--- config.mk ---
export PLATFORM = sky130hd
export DESIGN_NAME = pisd_ctrl
export DESIGN_NICKNAME = d
export VERILOG_FILES = /design/src/rtl/pisd_pkg.sv /design/src/rtl/pisd_ctrl.sv
export SDC_FILE = /design/constraint.sdc
export NUM_CORES = 1
export LEC_CHECK = 0
export BUFFER_PORTS_ARGS = -buffer_cell sky130_fd_sc_hd__buf_2
export CAP_MARGIN = 40
export CORE_AREA = 2 2 69 71
export CTS_BUF_LIST = sky130_fd_sc_hd__clkbuf_8
export DETAILED_ROUTE_END_ITERATION = 7
export DIE_AREA = 0 0 71 73
export GPL_ROUTABILITY_DRIVEN = 0
export PLACE_DENSITY = 0.91
export REMOVE_ABC_BUFFERS = 1
export SLEW_MARGIN = 20
export SYNTH_ARGS = -nofsm -noshare
export SYNTH_HDL_FRONTEND = slang
export SYNTH_SLANG_ARGS = --single-unit
--- constraint.sdc ---
create_clock -name clock -period 2.4 [get_ports clock]
set_input_delay 0.24 -clock clock [delete_from_list [all_inputs] [get_ports clock]]
set_output_delay 0.24 -clock clock [all_outputs]
set_load 0.01 [all_outputs]
--- src/rtl/pisd_pkg.sv ---
package pisd_pkg;

   localparam int MaxVertices = 64;
   localparam int IdxW = $clog2(MaxVertices);
   localparam int CntW = IdxW + 1;
   localparam int CoordW = 24;
   localparam int ValW = 48;
   localparam int DsqW = 50;
   localparam logic [ValW-1:0] Sat48 = {ValW{1'b1}};

   typedef struct packed {
      logic signed [CoordW-1:0] x_coord;
      logic signed [CoordW-1:0] y_coord;
      logic                     last_vertex;
   } req_type;

   typedef struct packed {
      logic [IdxW-1:0] vertex_index;
      logic [ValW-1:0] near_density;
      logic [ValW-1:0] total_score;
      logic            saturated;
      logic            last_result;
   } rsp_type;

   // controller -> datapath
   typedef struct packed {
      logic            store_wr;
      logic [IdxW-1:0] store_addr;
      logic [IdxW-1:0] rd_addr;
      logic            load_i;
      logic            start_pair;
      logic            clear_local;
      logic            clear_total;
      logic            finish_vertex;
      logic            single;
      logic            last_flag;
      logic [IdxW-1:0] out_index;
   } pisd_cmd_type;

   // datapath -> controller
   typedef struct packed {
      logic pair_done;
      logic result_valid;
   } pisd_sts_type;

endpackage

--- src/rtl/pisd_ctrl.sv ---
module pisd_ctrl import pisd_pkg::*; (
   input  logic         clock,
   input  logic         reset,
   input  logic         req_valid,
   output logic         req_ready,
   input  req_type      req_data,
   output logic         rsp_valid,
   input  logic         rsp_ready,
   input  pisd_sts_type sts,
   output pisd_cmd_type cmd
);
   typedef enum logic [2:0] {
      S_LOAD, S_LOADI, S_PAIR, S_WAIT, S_FIN, S_OUT
   } state_type;

   state_type state_ff, state_in;
   logic [CntW-1:0] cnt_ff, cnt_in, n_ff, n_in;
   logic [IdxW-1:0] i_ff, i_in, j_ff, j_in;
   logic rv_ff, rv_in, last_ff, last_in;
   logic acc;

   assign req_ready = (state_ff == S_LOAD) && !rv_ff;
   assign acc = req_valid && req_ready;
   assign rsp_valid = rv_ff;

   always_comb begin
      state_in = state_ff; cnt_in = cnt_ff; n_in = n_ff; i_in = i_ff; j_in = j_ff;
      rv_in = rv_ff; last_in = last_ff;
      cmd = '0;
      cmd.store_addr = cnt_ff[IdxW-1:0];
      cmd.rd_addr = j_ff;
      cmd.out_index = i_ff;
      cmd.last_flag = last_ff;
      if (rv_ff && rsp_ready) rv_in = 1'b0;
      if (sts.result_valid) rv_in = 1'b1;
      case (state_ff)
         S_LOAD: begin
            if (acc) begin
               n_in = cnt_ff;
               if (cnt_ff != CntW'(MaxVertices)) begin
                  cmd.store_wr = 1'b1;
                  n_in = cnt_ff + 1'b1;
               end
               cnt_in = n_in;
               if (req_data.last_vertex) begin
                  cnt_in = '0;
                  cmd.clear_total = 1'b1;
                  i_in = '0;
                  if (n_in <= CntW'(1)) begin
                     cmd.single = 1'b1;
                     state_in = S_OUT;
                  end else begin
                     j_in = '0;
                     state_in = S_LOADI;
                  end
               end
            end
         end
         S_LOADI: begin
            cmd.rd_addr = i_ff;
            cmd.load_i = 1'b1;
            cmd.clear_local = 1'b1;
            j_in = i_ff + 1'b1;
            state_in = S_PAIR;
         end
         S_PAIR: begin
            cmd.start_pair = 1'b1;
            state_in = S_WAIT;
         end
         S_WAIT: begin
            if (sts.pair_done) begin
               if ({1'b0, j_ff} + 1'b1 == n_ff) begin
                  state_in = S_FIN;
               end else begin
                  j_in = j_ff + 1'b1;
                  state_in = S_PAIR;
               end
            end
         end
         S_FIN: begin
            if (!rv_ff) begin
               last_in = ({1'b0, i_ff} + 2'd2 == n_ff);
               cmd.last_flag = last_in;
               cmd.finish_vertex = 1'b1;
               state_in = S_OUT;
            end
         end
         S_OUT: begin
            if (sts.result_valid || rv_ff) begin
               if (rv_ff && rsp_ready && !sts.result_valid) begin
                  if (last_ff || n_ff <= CntW'(1)) begin
                     state_in = S_LOAD;
                     last_in = 1'b0;
                  end else begin
                     i_in = i_ff + 1'b1;
                     state_in = S_LOADI;
                  end
               end
            end
         end
         default: state_in = S_LOAD;
      endcase
   end

   always_ff @(posedge clock) begin
      n_ff <= n_in; i_ff <= i_in; j_ff <= j_in;
      if (reset) begin
         state_ff <= S_LOAD; cnt_ff <= '0; rv_ff <= 1'b0; last_ff <= 1'b0;
      end else begin
         state_ff <= state_in; cnt_ff <= cnt_in; rv_ff <= rv_in; last_ff <= last_in;
      end
   end
endmodule

Word-level counts from Yosys, hierarchy flattened
Index checks and enable logic that the tools add are counted.

Bits in registers: 31. Bits of input ports: 55. Output and inout port bits: 28. Word-level logic and storage cells: 99.

$add $sub $neg: 5. $lt $le $gt $ge: 2. Equality and inequality tests: 18. Muxes and demuxes: 49. Reductions and logical operators: 18.

Operators by type and width (number): $mux 6 (10); $mux 7 (5); $mux 3 (8); $mux 1 (22); $ne 2x2->1 const B (10); $pmux 3 s6 (1); $pmux 6 s3 (1); $reduce_and 6->1 (3); $eq 7x7->1 (2); $le 7x1->1 const B (2); $add 6x1->6 const B (2); $pmux 6 s2 (1); $add 6x1->7 const B (1); $add 6x2->7 const B (1); $add 7x1->7 const B (1); $ne 7x7->1 const B (1); $eq 3x2->1 const B (2); $eq 3x3->1 const B (2); $reduce_bool 2->1 (3); $logic_and 1x1->1 (4); $reduce_and 4->1 (1); $eq 3x1->1 const B (1); $logic_not 3->1 (1); $reduce_bool 3->1 (1); other kinds (4) (6).

Logic depth before layout (Yosys ltp)
Gate-level depths: netlist (run 1).

Word-level depth: 10. Gate-level depth with buffers: 7. Depth with buffers taken out: 7.

Worst setup path after synthesis (run 1)
OpenSTA, ideal clock, no wires.

Kind: reg2reg. From: register cnt_ff[4]. To: register j_ff[0], enable pin. Library setup time: 0.377 ns. Arrival time: 1.805 ns. Data required time: 2.023 ns. Slack: 0.218 ns. Stages on the path, launching flop included: 7. Path buffers: 1. Clock period less this slack: 2.182 ns. Cell sequence: dfxtp_1 > buf_2 > or2_1 > nor4_4 > nor4_1 > and3_1 > nor3_1.

Longest elaborated chain between the ends: 7. Elaborated cells on any way between the ends: 8. Classes of those cells: add/sub (1); order compare (1); eq/ne (2); mux (3); reduce/logical (1).

Ends and longest elaborated chain: start, declared (line pisd_ctrl.sv:17) `logic [CntW-1:0] cnt_ff, cnt_in, n_ff, n_in;`; start signal, assigned (line pisd_ctrl.sv:110) `state_ff <= state_in; cnt_ff <= cnt_in; rv_ff <= rv_in; last_ff <= last_in;`; $add 7x1->7 / $ne 7x7->1 (equally long branches) (line pisd_ctrl.sv:42, pisd_ctrl.sv:40); $mux 7 (*) (line pisd_ctrl.sv:40) `if (cnt_ff != CntW'(MaxVertices)) begin`; $mux 7 (*) (line pisd_ctrl.sv:38) `if (acc) begin`; $mux 7 (*) (line pisd_ctrl.sv:36) `case (state_ff)`; $le 7x1->1 (*) (line pisd_ctrl.sv:49) `if (n_in <= CntW'(1)) begin`; $ne 2x2->1 (no source line) (*); $reduce_and 6->1 (no source line) (*); end signal, assigned (line pisd_ctrl.sv:106) `n_ff <= n_in; i_ff <= i_in; j_ff <= j_in;`; end, declared (line pisd_ctrl.sv:18) `logic [IdxW-1:0] i_ff, i_in, j_ff, j_in;`.

Mark *: on every way between the ends. The rest lies on a longest branch, timed or not. The select of a mux whose other input is x is not followed. A chain may end at the register's enable or synchronous reset.

==> run_results.csv, run 1 <==
group,metric,value,unit
run_status,status,"completed",
setup_path,required,2.16,ns
synthesis,yosys_warnings,0,
clocking,clk_pin_slew,0.06,ns
drt,via_count,1871,
layout,fillCellCount,417,
drt,ant_nets,0,
sta,skew,0.00594,ns
layout,diodes,0,
global_route,grt_pass1_vias,1720,
setup_path,max_stage_delay,0.40,ns
global_route,grt_first_pass_wirelength,7870,um
clocking,cts_tree,"built",
sta,fmaxAchievable,443,MHz
synthesis,synth_async_sr_flop_share,0,
clocking,clock_path_buffers,2,
die,rows,25,
layout,drive_above_1_share,0.215,
placed_design,place_ws,-0.109,ns
clocking,root_buffer,"clkbuf_8",
synthesis,synth_common_cells,"nand2_1 (36), nor2_1 (27), edfxtp_1 (19)",
setup_path,arrival,2.02,ns
power,irDropWorstVdd,581,uV
layout,syn2layout_area_growth,14.2,%
sta,fin_tns_setup,0,ns
synthesis,ys_seq_area_frac,0.379,
die,die_w,71,um
sta,hold_viol_final,0,
die,core_area,4540,um^2
worst_hold_path,hp-class,"input pin to flip-flop",
drt,routedWlPerCell,14.5,um
synthesis,ys.flop_type,"edfxtp_1",
clocking,cts.sinks,31,
drt,vias_per_cell,5.54,
die,start_util,0.471,
synthesis,synth_area_leader_cell,"edfxtp_1",
sta,tightest_slew,0.558,ns
setup_path,crit_path_start_kind,"flip-flop",
clocking,clk-insertion-delay-late,0.29,ns
drt,drc,0,
setup_path,cp-end-kind,"output pin",
sta,whs,0.186,ns
die,die_h,73,um
synthesis,synthCells,250,
clocking,numCtsBuffers,5,
global_route,grt_usage,0.196,
placed_design,portBuffers,34,
power,leakage,1.03,nW
setup_path,critPathSlowestCell,"dfxtp_1",
synthesis,synth_cell_types,49,
synthesis,syn_avg_cell_area,8.55,um^2
synthesis,synth_edf_count,19,
placed_design,place_area,2330,um^2
global_route,grt_overflow,0,
drt,finalWirelength,4890,um
die,die-area,5180,um^2
global_route,antenna_found_initial,0,
sta,fin_crit_sh,0.941,
synthesis,yosysMostFrequentCell,"nand2_1",
setup_path,cp_cell_sequence,"ha_1 -> xnor2_1 -> nand2_1 -> o31ai_1 -> and3_1 -> buf_4 -> and2_1 -> buf_2",
setup_path,ff2ff_setup_slack,0.15,ns
synthesis,synth.area.top_cells,"edfxtp_1 (27%), dfxtp_1 (11%), xnor2_1 (7.0%)",
synthesis,ys_ff_latch,31,
sta,drv_slew,0,
flow_run,cap_violations,0,
synthesis,synth_area,2140,um^2
setup_path,crit_type,"flip-flop to output pin",
layout,fin_area,2440,um^2
power,p_per_area,1190,nW/um^2
global_route,grt_max_degree,15,
setup_path,crit_fanout,7,
drt,drt_iter0_drc,132,
layout,nets,343,
sta,fin_crit,2.26,ns
placed_design,dp_hpwl,3680,um
synthesis,synth_top_area_share,0.267,
sta,layout_setup_ws,0.142,ns
clocking,hold_buffers,0,
sta,setup_viol_count_final,0,
sta,slew_headroom,0.626,
die,io_pins,83,
clocking,htreeDepth,2,
drt,drt_pass1_iterations,4,
## power breakdown
part,switching [mW],total [mW],internal (mW)
clock network,0.193,0.388,0.195
registers,0.223,1.01,0.784
logic,0.847,1.51,0.663
total,1.26,2.91,1.64
## flip-flops by register name, indices dropped and copies added (netlist names)
| name | cells |
|---|---|
| last_ff | 1 |
| i_ff | 6 |
| j_ff | 6 |
| n_ff | 7 |
| cnt_ff | 7 |
| state_ff | 3 |
| rsp_valid | 1 |
## metal layers
layer | vias to the layer above | share of wire | GRT usage
li1 | 930 | - | -
met1 | 885 | 0.43 | 0.232
met2 | 49 | 0.51 | 0.342
met3 | 7 | 0.044 | 0.0456
met4 | 0 | 0.017 | 0.0860
met5 | - | 0 | 0
## cell families (layout without fill, tap and decap cells)
kind of cell | count (synthesis) | after routing | synth area share
fa+ha+maj | 5 | 5 | 0.0293
flops | 31 | 31 | 0.379
simple gates | 114 | 114 | 0.266
mux | 1 | 1 | 0.00468
xor+xnor | 29 | 29 | 0.128
buf+inv | 29 | 63 | 0.0679
compound gates | 41 | 41 | 0.125
## cells in the final DEF (no fill, tap or decap), types with 4 or more instances in the layout
master | synthesis | routed
dfxtp_1 | 12 | 12
edfxtp_1 | 19 | 19
xnor2_1 | 17 | 17
nor2_1 | 27 | 27
a21oi_1 | 9 | 9
nand2_1 | 36 | 35
inv_1 | 8 | 10
nand2b_1 | 4 | 4
xor2_1 | 11 | 11
and3_1 | 4 | 4
nand3_1 | 9 | 9
o22ai_1 | 4 | 4
clkbuf_8 | 0 | 5
ha_1 | 5 | 5
nor4_1 | 4 | 4
buf_4 | 7 | 11
nor3_1 | 9 | 8
o21ai_0 | 9 | 9
buf_2 | 2 | 35
## path summary, 6_finish.rpt
kind	start	to	cells after the start
hold reg to reg	last_ff	last_ff	2
setup reg to reg	j_ff[0]	j_ff[0]	6
setup / recovery	cnt_ff[1]	cmd[7]	8
hold / removal	sts[0]	rsp_valid	3
## layout make-up
type / instances / area (um^2) / area share
Clock inverter: 3 / 12.5 / 0.00513
Clock buffer: 5 / 68.8 / 0.0282
Timing Repair Buffer: 46 / 258 / 0.106
Tap cell: 54 / 67.6 / 0.0277
Inverter: 9 / 33.8 / 0.0138
Multi-Input combinational cell: 190 / 1190 / 0.487
Sequential cell: 31 / 811 / 0.332
## worst max-delay path: cells and delay by family, from the launching register on
| family | cells | cell delay, ns |
|---|---|---|
| flip-flops | 1 | 0.40 |
| AND/OR/NAND/NOR | 3 | 0.39 |
| adder cells (fa/ha/maj) | 1 | 0.36 |
| buffers and inverters | 2 | 0.25 |
| AO/OA/AOI/OAI | 1 | 0.17 |
| XOR/XNOR | 1 | 0.16 |
## through the flow
stage | power, mW | utilization | cells
after floorplan | 1.95 | - | 230
after global placement | 2.39 | 0.514 | 327
final | 2.91 | 0.538 | 338
after CTS | 2.87 | 0.533 | 335
after global routing | 3.11 | 0.538 | 338
after detailed placement | 2.47 | 0.514 | 327
## repair_timing
action                     in CTS  in global routing
buffers inserted                0                  2
setup endpoints to repair       6                  2
resized for setup               1                  1
gates cloned                    0                  0
No activity file was read; power rests on OpenSTA's default activity.
==> inputs of run 2 (changes only) <==
--- a/config.mk
+++ b/config.mk
@@ -7,12 +7,12 @@
 export LEC_CHECK = 0
 export BUFFER_PORTS_ARGS = -buffer_cell sky130_fd_sc_hd__buf_2
 export CAP_MARGIN = 40
-export CORE_AREA = 2 2 69 71
+export CORE_AREA = 2 2 72 74
 export CTS_BUF_LIST = sky130_fd_sc_hd__clkbuf_8
 export DETAILED_ROUTE_END_ITERATION = 7
-export DIE_AREA = 0 0 71 73
+export DIE_AREA = 0 0 74 76
 export GPL_ROUTABILITY_DRIVEN = 0
-export PLACE_DENSITY = 0.91
+export PLACE_DENSITY = 0.88
 export REMOVE_ABC_BUFFERS = 1
 export SLEW_MARGIN = 20
 export SYNTH_ARGS = -nofsm -noshare
==> constraint.sdc (replaced) <==
create_clock -name clock -period 2.05 [get_ports clock]
set_input_delay 0.205 -clock clock [delete_from_list [all_inputs] [get_ports clock]]
set_output_delay 0.205 -clock clock [all_outputs]
set_load 0.01 [all_outputs]
==> run 2 against run 1 <==
Against the previous run: the run now ends with setup timing left; sequential power is 12% higher; sequential share of layout area is 6.7 points lower; register-to-register slack got worse by 0.11 ns; first-iteration DRC count grew 13%; largest cell class unchanged; highest routed layer unchanged; count of clock-buffer cells in the layout unchanged; worst setup slack lost 0.17 ns; via count increased by 14%; wire length up 29%; critical path depth decreased by 1; clock skew up 0.0055 ns; die area up 8.5%; sequential cell count unchanged.
==> run_results.csv, run 2 (synthesis results as in run 1) <==
group,metric,value,unit
power,p_per_area,1440,nW/um^2
sta,skew,0.0115,ns
die,io_pins,83,
sta,fin_crit_sh,1.01,
run_status,violations,"setup timing",
placed_design,portBuffers,34,
drt,vias_per_cell,5.26,
sta,fin_tns_setup,-0.0457,ns
drt,drc,0,
setup_path,cp_cell_sequence,"ha_4 -> xnor2_2 -> nand2_2 -> nor4_4 -> o2111ai_2 -> nand2_1 -> buf_2",
clocking,htreeDepth,2,
placed_design,place_area,2620,um^2
clocking,numCtsBuffers,5,
clocking,cts_tree,"built",
drt,ant_nets,0,
worst_hold_path,hp-start,"sts[0]",
drt,via_count,2132,
layout,diodes,0,
run_status,status,"finished with violations",
clocking,hold_buffers,0,
sta,layout_setup_ws,-0.0274,ns
drt,drt_iter0_drc,149,
clocking,cts.sinks,31,
setup_path,max_stage_delay,0.44,ns
drt,finalWirelength,6280,um
sta,rsz0062_at_grt,"true",
die,start_util,0.435,
clocking,root_buffer,"clkbuf_8",
clocking,clk_pin_slew,0.06,ns
layout,largestRegisters,"cnt_ff: 7 flops, n_ff: 7 flops",
power,irDropWorstVdd,638,uV
drt,drt_pass1_iterations,4,
setup_path,required,1.85,ns
sta,fmaxAchievable,481,MHz
sta,fin_crit,2.08,ns
die,rows,26,
setup_path,arrival,1.87,ns
power,power.total,4.46,mW
placed_design,dp_hpwl,4120,um
setup_path,crit_path_start_kind,"flip-flop",
global_route,grt_first_pass_wirelength,9270,um
setup_path,ff2ff_setup_slack,0.04,ns
setup_path,cp.buffers_inverters,1,
global_route,grt_max_degree,15,
worst_hold_path,hp-class,"input pin to flip-flop",
power,leakage,1.33,nW
sta,whs,0.148,ns
layout,syn2layout_area_growth,44.6,%
setup_path,reg2reg_to,"j_ff[5]",
setup_path,crit_family,"flip-flops",
drt,routedWlPerCell,15.5,um
setup_path,crit_fanout,2,
layout,nets,394,
clocking,clock_path_buffers,2,
global_route,grt_pass1_vias,2057,
setup_path,crit_type,"flip-flop to output pin",
global_route,grt_overflow,0,
flow_run,cap_violations,0,
layout,layout_commonest_cell,"buf_4",
layout,drive_above_1_share,0.418,
layout,final_cell_mix,"buf_4 (59), buf_2 (34), nand2_1 (33)",
layout,finalCoreUtilization,0.629,
setup_path,cp-end-kind,"output pin",
sta,setup_viol_count_final,2,
worst_hold_path,min_path_cells,3,
setup_path,regToRegStartpoint,"cnt_ff[0]",
sta,drv_slew,0,
layout,fin_area,3090,um^2
die,core_area,4910,um^2
sta,slew_headroom,0.759,
clocking,clk-insertion-delay-late,0.29,ns
die,die_h,76,um
global_route,antenna_found_initial,0,
worst_hold_path,hold_path_end,"rsp_valid",
die,die-area,5620,um^2
sta,tightest_slew,0.357,ns
sta,hold_viol_final,0,
global_route,grt_usage,0.212,
setup_path,reg2regPathDepth,8,
die,die_w,74,um
setup_path,critPathSlowestCell,"edfxtp_1",
run 2: cell count changes in the layout (fill, tap and decap cells not counted), moves of 3 or more:
cell and delta:
dfxtp_1 -4, inv_1 -3, ha_4 +3, ha_1 -3, nor4_1 -3, buf_4 +48, buf_6 +3
run 2: layer usage:
| metal | global-route usage | wire length (um) |
|---|---|---|
| met5 | 0 | 0 |
| met4 | 0.0709 | 173 |
| met3 | 0.0516 | 311 |
| met2 | 0.376 | 3300 |
| met1 | 0.243 | 2500 |
run 2: area by class of cell:
cell class,count,area [um^2]
Multi-Input combinational cell,190,1360
Inverter,9,42.5
Timing Repair Buffer,96,647
Timing Repair inverter,1,5.00
Tap cell,70,87.6
Clock inverter,3,63.8
Fill cell,381,1820
Sequential cell,31,821
Clock buffer,5,68.8
run 2: through the flow:
stage          instances  setup slack, ns
3_5_place_dp         379           -0.243
6_report             405          -0.0274
2_1_floorplan        230           -0.119
4_1_cts              391         -0.00608
5_1_grt              405           -0.130
3_3_place_gp         379           -0.109
run 2: tightest hold or removal path: cells and delay by family:
kind	cells	cell delay, ns
AO/OA/AOI/OAI	1	0.04
AND/OR/NAND/NOR	1	0.07
buffers and inverters	1	0.08
run 2: worst max-delay path by stage:
stage	from	end	slack, ns	cells past startpoint
floorplan	cnt_ff[3]	j_ff[0]	-0.12	5
global placement	j_ff[0]	j_ff[2]	-0.11	6
detailed placement	j_ff[0]	j_ff[1]	-0.24	6
CTS	cnt_ff[0]	cmd[7]	-0.006	8
global route	i_ff[2]	cmd[6]	-0.13	7
finish	i_ff[2]	cmd[6]	-0.03	7
run 2: what timing repair did:
item,in CTS,in global routing
buffers inserted,5,12
setup endpoints to repair,9,16
gates cloned,0,1
endpoints found under the hold margin,0,0
resized for setup,22,23
pin swaps,4,11
run 2: power breakdown:
| part | switching (mW) | internal [mW] | total (mW) |
|---|---|---|---|
| sequential | 0.208 | 0.918 | 1.13 |
| clock | 0.239 | 0.481 | 0.720 |
| combinational | 1.35 | 1.26 | 2.61 |
| total | 1.80 | 2.66 | 4.46 |
